==> src/rtl/core/otgr_pkg.sv <==
// ----------------------------------------------------------------------------
// otgr_pkg
// Shared types, display command codes and the 5x7 glyph table of the text
// renderer.
// ----------------------------------------------------------------------------
`default_nettype none

package otgr_pkg;

  // display command byte bases
  localparam logic [7:0] CMD_SET_PAGE   = 8'hB0;
  localparam logic [7:0] CMD_SET_COL_HI = 8'h10;
  localparam logic [7:0] CMD_SET_COL_LO = 8'h00;

  // edge limits and cursor advance
  localparam logic [7:0] COL_LIMIT_NORMAL = 8'd124;
  localparam logic [7:0] COL_LIMIT_DOUBLE = 8'd116;
  localparam logic [2:0] LAST_PAGE        = 3'd7;
  localparam logic [7:0] ADV_NORMAL       = 8'd6;
  localparam logic [7:0] ADV_DOUBLE       = 8'd12;

  // byte positions inside one page run: 3 commands, then data
  localparam logic [3:0] POS_FIRST_DATA  = 4'd3;
  localparam logic [3:0] POS_LAST_NORMAL = 4'd8;
  localparam logic [3:0] POS_LAST_DOUBLE = 4'd14;
  localparam logic [2:0] COL_BLANK       = 3'd5;

  localparam int JOBQ_DEPTH = 2;

  // five glyph columns, column 0 leftmost, bit 0 on top
  typedef logic [0:4][6:0] glyph_t;

  // one drawable character handed from front to back
  typedef struct packed {
    logic [6:0] col;
    logic [2:0] page;
    logic       dbl;
    glyph_t     glyph;
  } job_t;

  localparam glyph_t GLYPH_BOX = {7'h7F, 7'h00, 7'h00, 7'h00, 7'h7F};

  // font lookup, codes not in the font draw a box
  function automatic glyph_t glyph_lookup(input logic [7:0] code);
    glyph_t g;
    case (code)
      8'h20:   g = {7'h00, 7'h00, 7'h00, 7'h00, 7'h00};
      8'h2D:   g = {7'h00, 7'h08, 7'h08, 7'h08, 7'h00};
      8'h2E:   g = {7'h00, 7'h00, 7'h60, 7'h60, 7'h00};
      8'h3A:   g = {7'h00, 7'h36, 7'h00, 7'h36, 7'h00};
      8'h30:   g = {7'h3E, 7'h51, 7'h49, 7'h45, 7'h3E};
      8'h31:   g = {7'h00, 7'h42, 7'h7F, 7'h40, 7'h00};
      8'h32:   g = {7'h42, 7'h61, 7'h51, 7'h49, 7'h46};
      8'h33:   g = {7'h21, 7'h41, 7'h45, 7'h4B, 7'h31};
      8'h34:   g = {7'h18, 7'h14, 7'h12, 7'h7F, 7'h10};
      8'h35:   g = {7'h27, 7'h45, 7'h45, 7'h45, 7'h39};
      8'h36:   g = {7'h3C, 7'h4A, 7'h49, 7'h49, 7'h30};
      8'h37:   g = {7'h01, 7'h71, 7'h09, 7'h05, 7'h03};
      8'h38:   g = {7'h36, 7'h49, 7'h49, 7'h49, 7'h36};
      8'h39:   g = {7'h06, 7'h49, 7'h49, 7'h29, 7'h1E};
      8'h41:   g = {7'h7E, 7'h11, 7'h11, 7'h11, 7'h7E};
      8'h43:   g = {7'h3E, 7'h41, 7'h41, 7'h41, 7'h22};
      8'h44:   g = {7'h7F, 7'h41, 7'h41, 7'h22, 7'h1C};
      8'h45:   g = {7'h7F, 7'h49, 7'h49, 7'h49, 7'h41};
      8'h46:   g = {7'h7F, 7'h09, 7'h09, 7'h09, 7'h01};
      8'h48:   g = {7'h7F, 7'h08, 7'h08, 7'h08, 7'h7F};
      8'h49:   g = {7'h00, 7'h41, 7'h7F, 7'h41, 7'h00};
      8'h4B:   g = {7'h7F, 7'h08, 7'h14, 7'h22, 7'h41};
      8'h4C:   g = {7'h7F, 7'h40, 7'h40, 7'h40, 7'h40};
      8'h4D:   g = {7'h7F, 7'h02, 7'h0C, 7'h02, 7'h7F};
      8'h4E:   g = {7'h7F, 7'h02, 7'h0C, 7'h10, 7'h7F};
      8'h4F:   g = {7'h3E, 7'h41, 7'h41, 7'h41, 7'h3E};
      8'h50:   g = {7'h7F, 7'h09, 7'h09, 7'h09, 7'h06};
      8'h52:   g = {7'h7F, 7'h09, 7'h19, 7'h29, 7'h46};
      8'h53:   g = {7'h46, 7'h49, 7'h49, 7'h49, 7'h31};
      8'h54:   g = {7'h01, 7'h01, 7'h7F, 7'h01, 7'h01};
      8'h55:   g = {7'h3F, 7'h40, 7'h40, 7'h40, 7'h3F};
      8'h57:   g = {7'h7F, 7'h20, 7'h18, 7'h20, 7'h7F};
      8'h58:   g = {7'h63, 7'h14, 7'h08, 7'h14, 7'h63};
      8'h59:   g = {7'h07, 7'h08, 7'h70, 7'h08, 7'h07};
      8'h5A:   g = {7'h61, 7'h51, 7'h49, 7'h45, 7'h43};
      8'h61:   g = {7'h20, 7'h54, 7'h54, 7'h54, 7'h78};
      8'h63:   g = {7'h38, 7'h44, 7'h44, 7'h44, 7'h20};
      8'h64:   g = {7'h38, 7'h44, 7'h44, 7'h48, 7'h7F};
      8'h65:   g = {7'h38, 7'h54, 7'h54, 7'h54, 7'h18};
      8'h67:   g = {7'h08, 7'h54, 7'h54, 7'h54, 7'h3C};
      8'h68:   g = {7'h7F, 7'h08, 7'h04, 7'h04, 7'h78};
      8'h69:   g = {7'h00, 7'h44, 7'h7D, 7'h40, 7'h00};
      8'h6C:   g = {7'h00, 7'h41, 7'h7F, 7'h40, 7'h00};
      8'h6D:   g = {7'h7C, 7'h04, 7'h18, 7'h04, 7'h78};
      8'h6E:   g = {7'h7C, 7'h08, 7'h04, 7'h04, 7'h78};
      8'h6F:   g = {7'h38, 7'h44, 7'h44, 7'h44, 7'h38};
      8'h70:   g = {7'h7C, 7'h14, 7'h14, 7'h14, 7'h08};
      8'h72:   g = {7'h7C, 7'h08, 7'h04, 7'h04, 7'h08};
      8'h73:   g = {7'h48, 7'h54, 7'h54, 7'h54, 7'h20};
      8'h74:   g = {7'h04, 7'h3F, 7'h44, 7'h40, 7'h20};
      8'h75:   g = {7'h3C, 7'h40, 7'h40, 7'h20, 7'h7C};
      8'h76:   g = {7'h1C, 7'h20, 7'h40, 7'h20, 7'h1C};
      8'h78:   g = {7'h44, 7'h28, 7'h10, 7'h28, 7'h44};
      8'h79:   g = {7'h0C, 7'h50, 7'h50, 7'h50, 7'h3C};
      default: g = GLYPH_BOX;
    endcase
    return g;
  endfunction

endpackage

`default_nettype wire

==> src/rtl/core/oled_text_glyph_renderer_core.sv <==
// ----------------------------------------------------------------------------
// oled_text_glyph_renderer_core
// Character string to display write transactions: cursor commands followed
// by glyph columns, normal 6x8 or doubled 12x16 cells.
// ----------------------------------------------------------------------------
// The front takes one character per cycle while its two-entry job queue has
// room; characters that draw nothing (string ended, zero code, past an edge)
// are consumed and emit no word. The back sequencer emits one word per
// cycle into a registered output while it is empty or popped, so a normal
// character takes 9 words and a doubled one 30; that byte counter sets the
// sustained character rate. Results are held in the output register while
// input continues into the queue as long as it has room.
`default_nettype none

module oled_text_glyph_renderer_core import otgr_pkg::*; (
  input  wire logic       clk,
  input  wire logic       rst_n,
  input  wire logic [7:0] in_ch,
  input  wire logic [6:0] in_start_x,
  input  wire logic [2:0] in_start_page,
  input  wire logic       in_first,
  input  wire logic       in_double_size,
  input  wire logic       push,
  output logic            full,
  output logic [7:0]      out_byte,
  output logic            out_is_data,
  output logic            out_last,
  output logic            empty,
  input  wire logic       pop
);

  job_t front_job;
  job_t head_job;
  logic job_push;
  logic q_full;
  logic q_valid;
  logic q_pop;
  logic acc;

  assign full = q_full;
  assign acc  = push && !q_full;

  // front: cursor state and classification
  otgr_front u_front (
    .clk         (clk),
    .rst_n       (rst_n),
    .acc         (acc),
    .ch          (in_ch),
    .start_x     (in_start_x),
    .start_page  (in_start_page),
    .first       (in_first),
    .double_size (in_double_size),
    .job         (front_job),
    .job_push    (job_push)
  );

  // job queue
  otgr_jobq u_jobq (
    .clk     (clk),
    .rst_n   (rst_n),
    .wr_job  (front_job),
    .wr_en   (job_push),
    .q_full  (q_full),
    .rd_job  (head_job),
    .q_valid (q_valid),
    .rd_en   (q_pop)
  );

  // back: byte sequencer
  otgr_back u_back (
    .clk         (clk),
    .rst_n       (rst_n),
    .job         (head_job),
    .q_valid     (q_valid),
    .q_pop       (q_pop),
    .out_byte    (out_byte),
    .out_is_data (out_is_data),
    .out_last    (out_last),
    .empty       (empty),
    .pop         (pop)
  );

endmodule

`default_nettype wire

==> src/rtl/core/otgr_front.sv <==
// ----------------------------------------------------------------------------
// otgr_front
// Accepts characters, keeps the cursor and string state, drops characters
// that draw nothing and hands drawable ones with their glyph to the queue.
// ----------------------------------------------------------------------------
`default_nettype none

module otgr_front import otgr_pkg::*; (
  input  wire logic       clk,
  input  wire logic       rst_n,
  input  wire logic       acc,
  input  wire logic [7:0] ch,
  input  wire logic [6:0] start_x,
  input  wire logic [2:0] start_page,
  input  wire logic       first,
  input  wire logic       double_size,
  output job_t            job,
  output logic            job_push
);

  logic [7:0] cursor_col_r, cursor_col_nxt;
  logic [2:0] cursor_row_r, cursor_row_nxt;
  logic       double_mode_r, double_mode_nxt;
  logic       string_ended_r, string_ended_nxt;

  logic [7:0] col_eff;
  logic [2:0] row_eff;
  logic       dbl_eff;
  logic       ended_eff;
  logic       at_edge;

  // state as seen after a possible string start
  always_comb begin
    col_eff   = first ? {1'b0, start_x} : cursor_col_r;
    row_eff   = first ? start_page : cursor_row_r;
    dbl_eff   = first ? double_size : double_mode_r;
    ended_eff = first ? 1'b0 : string_ended_r;
    at_edge   = dbl_eff ? ((col_eff >= COL_LIMIT_DOUBLE) || (row_eff == LAST_PAGE))
                        : (col_eff >= COL_LIMIT_NORMAL);
  end

  // classify the word and update the cursor
  always_comb begin
    cursor_col_nxt   = cursor_col_r;
    cursor_row_nxt   = cursor_row_r;
    double_mode_nxt  = double_mode_r;
    string_ended_nxt = string_ended_r;
    job_push         = 1'b0;
    if (acc) begin
      cursor_row_nxt   = row_eff;
      double_mode_nxt  = dbl_eff;
      cursor_col_nxt   = col_eff;
      string_ended_nxt = ended_eff;
      if (!ended_eff) begin
        if ((ch == 8'd0) || at_edge) begin
          string_ended_nxt = 1'b1;
        end else begin
          job_push       = 1'b1;
          cursor_col_nxt = col_eff + (dbl_eff ? ADV_DOUBLE : ADV_NORMAL);
        end
      end
    end
  end

  // job payload, col below the edge limit fits 7 bits
  always_comb begin
    job.col   = col_eff[6:0];
    job.page  = row_eff;
    job.dbl   = dbl_eff;
    job.glyph = glyph_lookup(ch);
  end

  // string state
  always_ff @(posedge clk) begin
    if (!rst_n) begin
      cursor_col_r   <= '0;
      cursor_row_r   <= '0;
      double_mode_r  <= 1'b0;
      string_ended_r <= 1'b1;
    end else begin
      cursor_col_r   <= cursor_col_nxt;
      cursor_row_r   <= cursor_row_nxt;
      double_mode_r  <= double_mode_nxt;
      string_ended_r <= string_ended_nxt;
    end
  end

endmodule

`default_nettype wire

==> src/rtl/core/otgr_jobq.sv <==
// ----------------------------------------------------------------------------
// otgr_jobq
// Short queue of drawable characters between front and back.
// ----------------------------------------------------------------------------
`default_nettype none

module otgr_jobq import otgr_pkg::*; (
  input  wire logic clk,
  input  wire logic rst_n,
  input  wire job_t wr_job,
  input  wire logic wr_en,
  output logic      q_full,
  output job_t      rd_job,
  output logic      q_valid,
  input  wire logic rd_en
);

  localparam int PtrW = $clog2(JOBQ_DEPTH);
  localparam int CntW = $clog2(JOBQ_DEPTH + 1);

  job_t              slots_r [JOBQ_DEPTH];
  logic [PtrW-1:0]   wr_ptr_r, wr_ptr_nxt;
  logic [PtrW-1:0]   rd_ptr_r, rd_ptr_nxt;
  logic [CntW-1:0]   count_r, count_nxt;

  assign q_full  = (count_r == CntW'(JOBQ_DEPTH));
  assign q_valid = (count_r != '0);
  assign rd_job  = slots_r[rd_ptr_r];

  // pointer and fill count
  always_comb begin
    wr_ptr_nxt = wr_en ? ((wr_ptr_r == PtrW'(JOBQ_DEPTH - 1)) ? '0 : wr_ptr_r + 1'b1)
                       : wr_ptr_r;
    rd_ptr_nxt = rd_en ? ((rd_ptr_r == PtrW'(JOBQ_DEPTH - 1)) ? '0 : rd_ptr_r + 1'b1)
                       : rd_ptr_r;
    count_nxt  = count_r + CntW'(wr_en) - CntW'(rd_en);
  end

  always_ff @(posedge clk) begin
    if (!rst_n) begin
      wr_ptr_r <= '0;
      rd_ptr_r <= '0;
      count_r  <= '0;
    end else begin
      wr_ptr_r <= wr_ptr_nxt;
      rd_ptr_r <= rd_ptr_nxt;
      count_r  <= count_nxt;
    end
  end

  // slot storage
  always_ff @(posedge clk) begin
    if (wr_en) begin
      slots_r[wr_ptr_r] <= wr_job;
    end
  end

endmodule

`default_nettype wire

==> src/rtl/core/otgr_back.sv <==
// ----------------------------------------------------------------------------
// otgr_back
// Byte sequencer: walks the queued character through its cursor commands
// and glyph columns, one word into the output register per cycle while it is free or popped.
// ----------------------------------------------------------------------------
`default_nettype none

module otgr_back import otgr_pkg::*; (
  input  wire logic       clk,
  input  wire logic       rst_n,
  input  wire job_t       job,
  input  wire logic       q_valid,
  output logic            q_pop,
  output logic [7:0]      out_byte,
  output logic            out_is_data,
  output logic            out_last,
  output logic            empty,
  input  wire logic       pop
);

  logic [3:0] pos_r, pos_nxt;
  logic       half_r, half_nxt;
  logic       out_valid_r, out_valid_nxt;
  logic [7:0] byte_r, byte_nxt;
  logic       is_data_r, is_data_nxt;
  logic       last_r, last_nxt;

  logic       load;
  logic       end_of_job;
  logic       end_of_half;
  logic [3:0] dpos;
  logic [2:0] col_idx;
  logic [6:0] gcol;
  logic [3:0] nib;
  logic [7:0] stretched;
  logic [2:0] page;

  assign empty       = !out_valid_r;
  assign out_byte    = byte_r;
  assign out_is_data = is_data_r;
  assign out_last    = last_r;

  assign load = q_valid && (!out_valid_r || pop);

  // position decode
  always_comb begin
    end_of_half = job.dbl ? (pos_r == POS_LAST_DOUBLE) : (pos_r == POS_LAST_NORMAL);
    end_of_job  = end_of_half && (!job.dbl || half_r);
    dpos        = pos_r - POS_FIRST_DATA;
    col_idx     = job.dbl ? dpos[3:1] : dpos[2:0];
    gcol        = (col_idx < COL_BLANK) ? job.glyph[col_idx] : 7'h00;
    nib         = half_r ? {1'b0, gcol[6:4]} : gcol[3:0];
    page        = job.page + {2'b00, half_r};
  end

  // vertical doubling of one nibble
  always_comb begin
    for (int b = 0; b < 4; b++) begin
      stretched[2*b]   = nib[b];
      stretched[2*b+1] = nib[b];
    end
  end

  // byte select
  always_comb begin
    is_data_nxt = 1'b1;
    case (pos_r)
      4'd0: begin
        byte_nxt    = CMD_SET_PAGE | {5'd0, page};
        is_data_nxt = 1'b0;
      end
      4'd1: begin
        byte_nxt    = CMD_SET_COL_HI | {5'd0, job.col[6:4]};
        is_data_nxt = 1'b0;
      end
      4'd2: begin
        byte_nxt    = CMD_SET_COL_LO | {4'd0, job.col[3:0]};
        is_data_nxt = 1'b0;
      end
      default: byte_nxt = job.dbl ? stretched : {1'b0, gcol};
    endcase
    last_nxt = end_of_job;
  end

  // sequencer counters and output register control
  always_comb begin
    pos_nxt       = pos_r;
    half_nxt      = half_r;
    q_pop         = 1'b0;
    out_valid_nxt = out_valid_r;
    if (pop && out_valid_r) begin
      out_valid_nxt = 1'b0;
    end
    if (load) begin
      out_valid_nxt = 1'b1;
      if (end_of_job) begin
        pos_nxt  = '0;
        half_nxt = 1'b0;
        q_pop    = 1'b1;
      end else if (end_of_half) begin
        pos_nxt  = '0;
        half_nxt = 1'b1;
      end else begin
        pos_nxt = pos_r + 1'b1;
      end
    end
  end

  always_ff @(posedge clk) begin
    if (!rst_n) begin
      pos_r       <= '0;
      half_r      <= 1'b0;
      out_valid_r <= 1'b0;
    end else begin
      pos_r       <= pos_nxt;
      half_r      <= half_nxt;
      out_valid_r <= out_valid_nxt;
    end
  end

  // output word payload
  always_ff @(posedge clk) begin
    if (load) begin
      byte_r    <= byte_nxt;
      is_data_r <= is_data_nxt;
      last_r    <= last_nxt;
    end
  end

  // sequencer checks
  a_pos_range: assert property (@(posedge clk) disable iff (!rst_n)
    pos_r <= POS_LAST_DOUBLE)
    else $error("byte position out of range");

  a_mid_job_queued: assert property (@(posedge clk) disable iff (!rst_n)
    (pos_r != '0 || half_r) |-> q_valid)
    else $error("character in progress left the queue");

  a_half_double_only: assert property (@(posedge clk) disable iff (!rst_n)
    half_r |-> job.dbl)
    else $error("second page run in normal mode");

  a_retire_marks_last: assert property (@(posedge clk) disable iff (!rst_n)
    q_pop |=> (out_valid_r && last_r))
    else $error("retired character without a final word");

endmodule

`default_nettype wire
==> config.mk <==
export PLATFORM = sky130hd
export DESIGN_NAME = oled_text_glyph_renderer_core
export DESIGN_NICKNAME = d
export VERILOG_FILES = /design/src/rtl/core/otgr_pkg.sv /design/src/rtl/core/oled_text_glyph_renderer_core.sv /design/src/rtl/core/otgr_front.sv /design/src/rtl/core/otgr_jobq.sv /design/src/rtl/core/otgr_back.sv
export SDC_FILE = /design/constraint.sdc
export NUM_CORES = 1
export LEC_CHECK = 0
export BUFFER_PORTS_ARGS = -buffer_cell sky130_fd_sc_hd__clkbuf_2
export CORE_MARGIN = 4
export CORE_UTILIZATION = 25
export CTS_BUF_LIST = sky130_fd_sc_hd__clkbuf_8
export CTS_CLUSTER_SIZE = 14
export DETAILED_ROUTE_END_ITERATION = 8
export SLEW_MARGIN = 20
export SYNTH_ARGS = -nofsm -noshare
export SYNTH_HDL_FRONTEND = slang
export SYNTH_HIERARCHICAL = 1
export SYNTH_MEMORY_MAX_BITS = 65536
export SYNTH_SLANG_ARGS = --single-unit
==> constraint.sdc <==
create_clock -name clk -period 6 [get_ports clk]
set_input_delay 1.2 -clock clk [delete_from_list [all_inputs] [get_ports clk]]
set_output_delay 1.2 -clock clk [all_outputs]
set_load 0.02 [all_outputs]
=== Yosys cells after proc, flatten, opt, wreduce, memory -nomap -nowiden ===
Memory sizes are Yosys's and may differ from the RTL's. A register that Yosys moved wholly into a read port is not among the register bits.
Cells that the tools add are included.

* RAM bits: 92
* Register bits: 33
* Logic and storage cells: 90
* Memory bits (read-only): 4480
* Output and inout bits: 12
* Input bits: 24
* Memories kept: 2

* Bitwise gates (word level): 1
* Reductions and logical operators: 18
* Muxes and demuxes: 38
* $add $sub $neg: 8
* Eq/ne operators: 6
* Magnitude comparators: 4

{| class="wikitable"
|+ Memory list
! name !! words !! width !! rd ports !! clocked after memory_dff !! write ports !! RTL line !! RTL
|-
| (name not given) || 128 || 35 || 1 || 0 || 0 || otgr_pkg.sv:46 || <nowiki>case (code)</nowiki>
|-
| u_jobq.slots_r || 2 || 46 || 1 || 1 || 1 || otgr_jobq.sv:21 || <nowiki>job_t slots_r [JOBQ_DEPTH];</nowiki>
|}

{| class="wikitable"
|+ Operator list
! operator !! number
|-
| $mux 35 || 1
|-
| $mux 8 || 4
|-
| $pmux 8 s3 || 1
|-
| $mux 1 || 22
|-
| $bmux 7 s3 || 1
|-
| $mux 7 || 3
|-
| $ge 8x7->1 const B || 2
|-
| $mux 4 || 4
|-
| $add 8x8->8 || 1
|-
| $eq 4x4->1 const B || 2
|-
| $logic_not 8->1 || 1
|-
| $mux 3 || 2
|-
| $reduce_bool 2->1 || 3
|-
| $add 4x1->4 const B || 1
|-
| $eq 4x1->1 const B || 1
|-
| $eq 4x2->1 const B || 1
|-
| $ge 4x4->1 const B || 1
|-
| $logic_and 1x1->1 || 4
|-
| $logic_not 4->1 || 1
|-
| $logic_or 1x1->1 || 4
|-
| $not 3->4 || 1
|-
| $sub 4x2->4 const B || 1
|-
| $add 3x1->3 || 1
|-
| $eq 3x3->1 const B || 1
|-
| other kinds (8) || 11
|}

=== Logic depth before layout (Yosys ltp) ===
* Depth after elaboration: 10
* Depth in mapped cells: 13
* Gate-level depth less buffers: 11

=== By module ===
Netlist, hierarchy kept.

{| class="wikitable"
|+ By module, submodules not included
! module !! area each (µm²) !! times used !! cells each !! sequential area each (µm²)
|-
| otgr_jobq || 3749.8 || 1 || 164 || 2862.7
|-
| otgr_front || 3472.1 || 1 || 583 || 260.2
|-
| otgr_back || 1625.3 || 1 || 180 || 420.4
|-
| oled_text_glyph_renderer_core || 13.8 || 1 || 1 || 0.0
|}

=== Least setup slack after synthesis ===
No wires, ideal clock.

* Path kind: in2reg
* From: in in_ch[0]
* To: mem u_jobq/slots_r[0][0] (netlist name) (enable)
* Arrival time: 5245 ps
* Setup slack: 299 ps
* Setup time: 456 ps
* Stages: 8
* Required time: 5544 ps
* Path buffers: 2
* Cell sequence: clkbuf_1 clkinv_1 ha_1 clkbuf_1 and4_4 or4_4 nor3_2 nor2b_1

* Longest elaborated chain between the ends: 7

{| class="wikitable"
|+ RTL lines
! element !! RTL line !! RTL
|-
| start, declared || oled_text_glyph_renderer_core.sv:18 || <nowiki>input wire logic [7:0] in_ch,</nowiki>
|-
| $logic_not 8->1 || otgr_front.sv:55 || <nowiki>if ((ch == 8'd0) || at_edge) begin</nowiki>
|-
| $logic_or 1x1->1 || otgr_front.sv:55 ||
|-
| $mux 1 || otgr_front.sv:55 ||
|-
| $mux 1 || otgr_front.sv:54 || <nowiki>if (!ended_eff) begin</nowiki>
|-
| $mux 1 || otgr_front.sv:49 || <nowiki>if (acc) begin</nowiki>
|-
| via job_push || oled_text_glyph_renderer_core.sv:34 || <nowiki>logic job_push;</nowiki>
|-
| $mux 1 || otgr_jobq.sv:53 || <nowiki>if (wr_en) begin</nowiki>
|-
| $mux 1 (implied by the code) || otgr_jobq.sv:54 || <nowiki>slots_r[wr_ptr_r] <= wr_job;</nowiki>
|-
| end, declared || otgr_jobq.sv:21 ||
|}

The timed path passes the listed nets, and every way through them passes these cells.

=== Worst setup path after layout ===
* From: in in_ch[0]
* To: mem u_jobq/slots_r[1][33] (netlist name) (enable)

Same word-level chain as after synthesis.

==> impl_metrics.json <==
{
  "tns_ns": 0,
  "grt_overflow_total": 0,
  "vdd_drop_max_mv": 0.115,
  "synth_cells": 928,
  "synth_edf_count": 102,
  "final_cells": 1394,
  "max_slew_margin_pct": 38.3,
  "cp_top_family": "simple AND/OR/NAND/NOR gates",
  "ys_seq_area_share_pct": 40.0,
  "async_flop_share_pct": 0,
  "fp.dieArea_sq_mm": 0.0385,
  "fillers": 3692,
  "drv_cap": 0,
  "power.internal_mw": 1.59,
  "synthFlopType": "edfxtp_1",
  "drtIter0Drc": 1083,
  "antenna_left": 0,
  "grt_pass1_vias": 7140,
  "placedCellCount": 1362,
  "ff_latch_area_sq_mm": 0.00354,
  "p_seq_share_pct": 45.0,
  "max_stage_delay_ns": 0.60,
  "critPathBufInv": 3,
  "wirelength_mm": 26.7,
  "max_freq_mhz": 237,
  "coreArea_sq_mm": 0.0347,
  "yosys-top-cells-area": "edfxtp_1 35%, mux2_4 6.9%, dfxtp_1 5.4%, a21oi_1 5.0%, nand2_1 4.0%",
  "synth.most_common_cell": "edfxtp_1",
  "hold_path_class": "register to register",
  "h-tree-depth": 4,
  "drv_slew": 0,
  "yosysTopAreaCellShare_pct": 34.6,
  "num_rows": 68,
  "power_leakage_nw": 3.48,
  "cts_resized": 0,
  "status": "finished clean",
  "cts-root-buf": "clkbuf_8",
  "area_growth_pct": 9.79,
  "cts_max_path_buffers": 2,
  "multi_input_area_sq_mm": 0.00483,
  "n_antenna_cell": 0,
  "clk_latency_ns": 0.43,
  "ys_types": 85,
  "gp_congestion": 1.00,
  "drive_gt1_share_pct": 17.5,
  "combPwrFrac_pct": 23.8,
  "yosysWarnings": 6,
  "die_w_um": 196,
  "period_needed_ns": 4.22,
  "die_h_um": 196,
  "grtUsageTotal_pct": 13.5,
  "cp-start-kind": "primary input",
  "fin_skew_ns": 0.0115,
  "tightest_slew_ns": 0.914,
  "numCtsBuffers": 17,
  "cts_sinks": 126,
  "cts_hold_buf": 0,
  "powerDensity_mw_per_mm2": 236,
  "ioPinCount": 36,
  "cp-end-kind": "register",
  "ys_seq_elements": 126,
  "post-cts-setup-buffers": 0,
  "antenna_found_initial": 0,
  "cp_slowest_cell": "and2_2",
  "cts_tree": "yes",
  "synth_common_cells": "102 x edfxtp_1, 95 x nand2_1, 88 x a21oi_1",
  "via_per_inst": 5.40,
  "first_pass_iters": 6,
  "initial_core_util_pct": 25.5,
  "io_buffers": 35,
  "fin_crit_sh_pct": 70.4,
  "synth_top_cell_by_area": "edfxtp_1",
  "worst-setup-path-type": "primary input to register",
  "clk_pin_slew_ns": 0.08,
  "clkPwrFrac_pct": 31.1,
  "setup_violations": 0,
  "p_sw_share_pct": 30.9,
  "dr_total_vias": 7533,
  "syn-cell-area_sq_mm": 0.00886,
  "syn_avg_cell_area_sq_um": 9.55,
  "crit_path_cell_trace": "clkbuf_2 -> clkinv_1 -> ha_1 -> and4_4 -> or4_4 -> nor3_2 -> and2_2 -> buf_4",
  "power.switching_uw": 711,
  "rsz0062_at_grt": "false",
  "syn-num-nets": 973,
  "crit_arrival_ns": 4.31,
  "grt_pass1_wl_mm": 41.9,
  "grt_max_degree": 75,
  "worstPathRequired_ns": 6.09,
  "finalNetCount": 971,
  "hpwl_mm": 18.7,
  "crit_fanout": 26,
  "final-hold-violation-count": 0,
  "drc": 0,
  "post_drt_wl_per_cell_um": 19.2
}
-- kinds of logic (layout without fill, tap and decap cells) --
logic type,after synthesis,count (layout),synth area share (%)
buf+inv,99,110,5.61
xor+xnor,9,9,1.04
mux,82,82,12.6
simple gates,294,294,16.0
compound gates,296,296,21.7
fa+ha+maj,22,22,3.08
flops,126,126,40.0
-- metrics by stage --
stage | util, % | power (mW) | setup slack (ns) | cell area (sq um) | hold slack, ns
after floorplan | - | 1.44 | 0.299 | 8860 | 0.441
after global placement | 26.9 | 1.59 | 1.43 | 9340 | 0.451
after detailed placement | 26.9 | 1.59 | 1.33 | 9340 | 0.461
after CTS | 28.0 | 2.31 | 1.79 | 9730 | 0.473
after global routing | 28.0 | 2.42 | 1.55 | 9730 | 0.492
final | 28.0 | 2.30 | 1.78 | 9730 | 0.470
-- routing by layer --
layer  vias to the layer above  wire, um  GRT usage, %
li1                       3482         -             -
met1                      3590     11900          19.1
met2                       390     11800          20.4
met3                        71      1940          2.25
met4                         0      1030          5.53
met5                         -         0             0
-- cells in the final DEF (no fill, tap or decap), types with 24 or more instances in the layout --
master | Yosys | routed
clkbuf_2 | 0 | 35
nand2b_1 | 25 | 25
o21ai_0 | 57 | 57
a31oi_1 | 24 | 24
a21oi_1 | 88 | 88
nand3_1 | 34 | 34
nor2_1 | 70 | 70
mux2_4 | 41 | 41
edfxtp_1 | 102 | 102
nand2_1 | 95 | 95
-- worst paths after layout --
kind / slack [ns] / startpoint / end / cells past startpoint
hold reg to reg: 0.47 / u_front/cursor_col_r[0] / u_front/cursor_col_r[0] / 2
setup reg to reg: 2.34 / u_back/pos_r[0] / u_back/out_byte[1] / 6
hold / removal: 0.47 / u_front/cursor_col_r[0] / u_front/cursor_col_r[0] / 2
setup / recovery: 1.78 / in_ch[0] / u_jobq/slots_r[1][33] / 8
-- power by group through the flow --
stage / Combinational (mW) / Sequential (mW) / Clock [mW]
finish: 0.548 / 1.04 / 0.716
global route: 0.595 / 1.04 / 0.784
detailed placement: 0.535 / 1.05 / 0
CTS: 0.537 / 1.04 / 0.739
global placement: 0.537 / 1.05 / 0
floorplan: 0.382 / 1.06 / 0
-- state kept, by name, summed over array words and instances (netlist names), named ones only --
signal                  count
u_jobq/rd_ptr_r             1
u_back/out_byte             8
u_front/cursor_col_r        8
u_jobq/count_r              2
u_front/string_ended_r      1
u_front/cursor_row_r        3
u_back/out_is_data          1
u_jobq/slots_r             92
u_back/pos_r                4
u_front/double_mode_r       1
u_back/out_valid_r          1
u_jobq/wr_ptr_r             1
u_back/out_last             1
u_back/half_r               1
-- layout make-up --
class                      count  area share, %
clock inverter                14           1.44
tap                          455           5.85
sequential                   126           36.4
multi-input combinational    703           49.6
timing repair buffer          51           3.04
clock buffer                  18           2.55
inverter                      27           1.04
-- tightest hold or removal path: cells and delay by family (launching register included) --
| kind | cells | cell delay [ns] |
|---|---|---|
| AO/OA/AOI/OAI | 1 | 0.06 |
| flip-flops | 1 | 0.31 |
| AND/OR/NAND/NOR | 1 | 0.05 |
No activity file was read; power rests on OpenSTA's default activity.
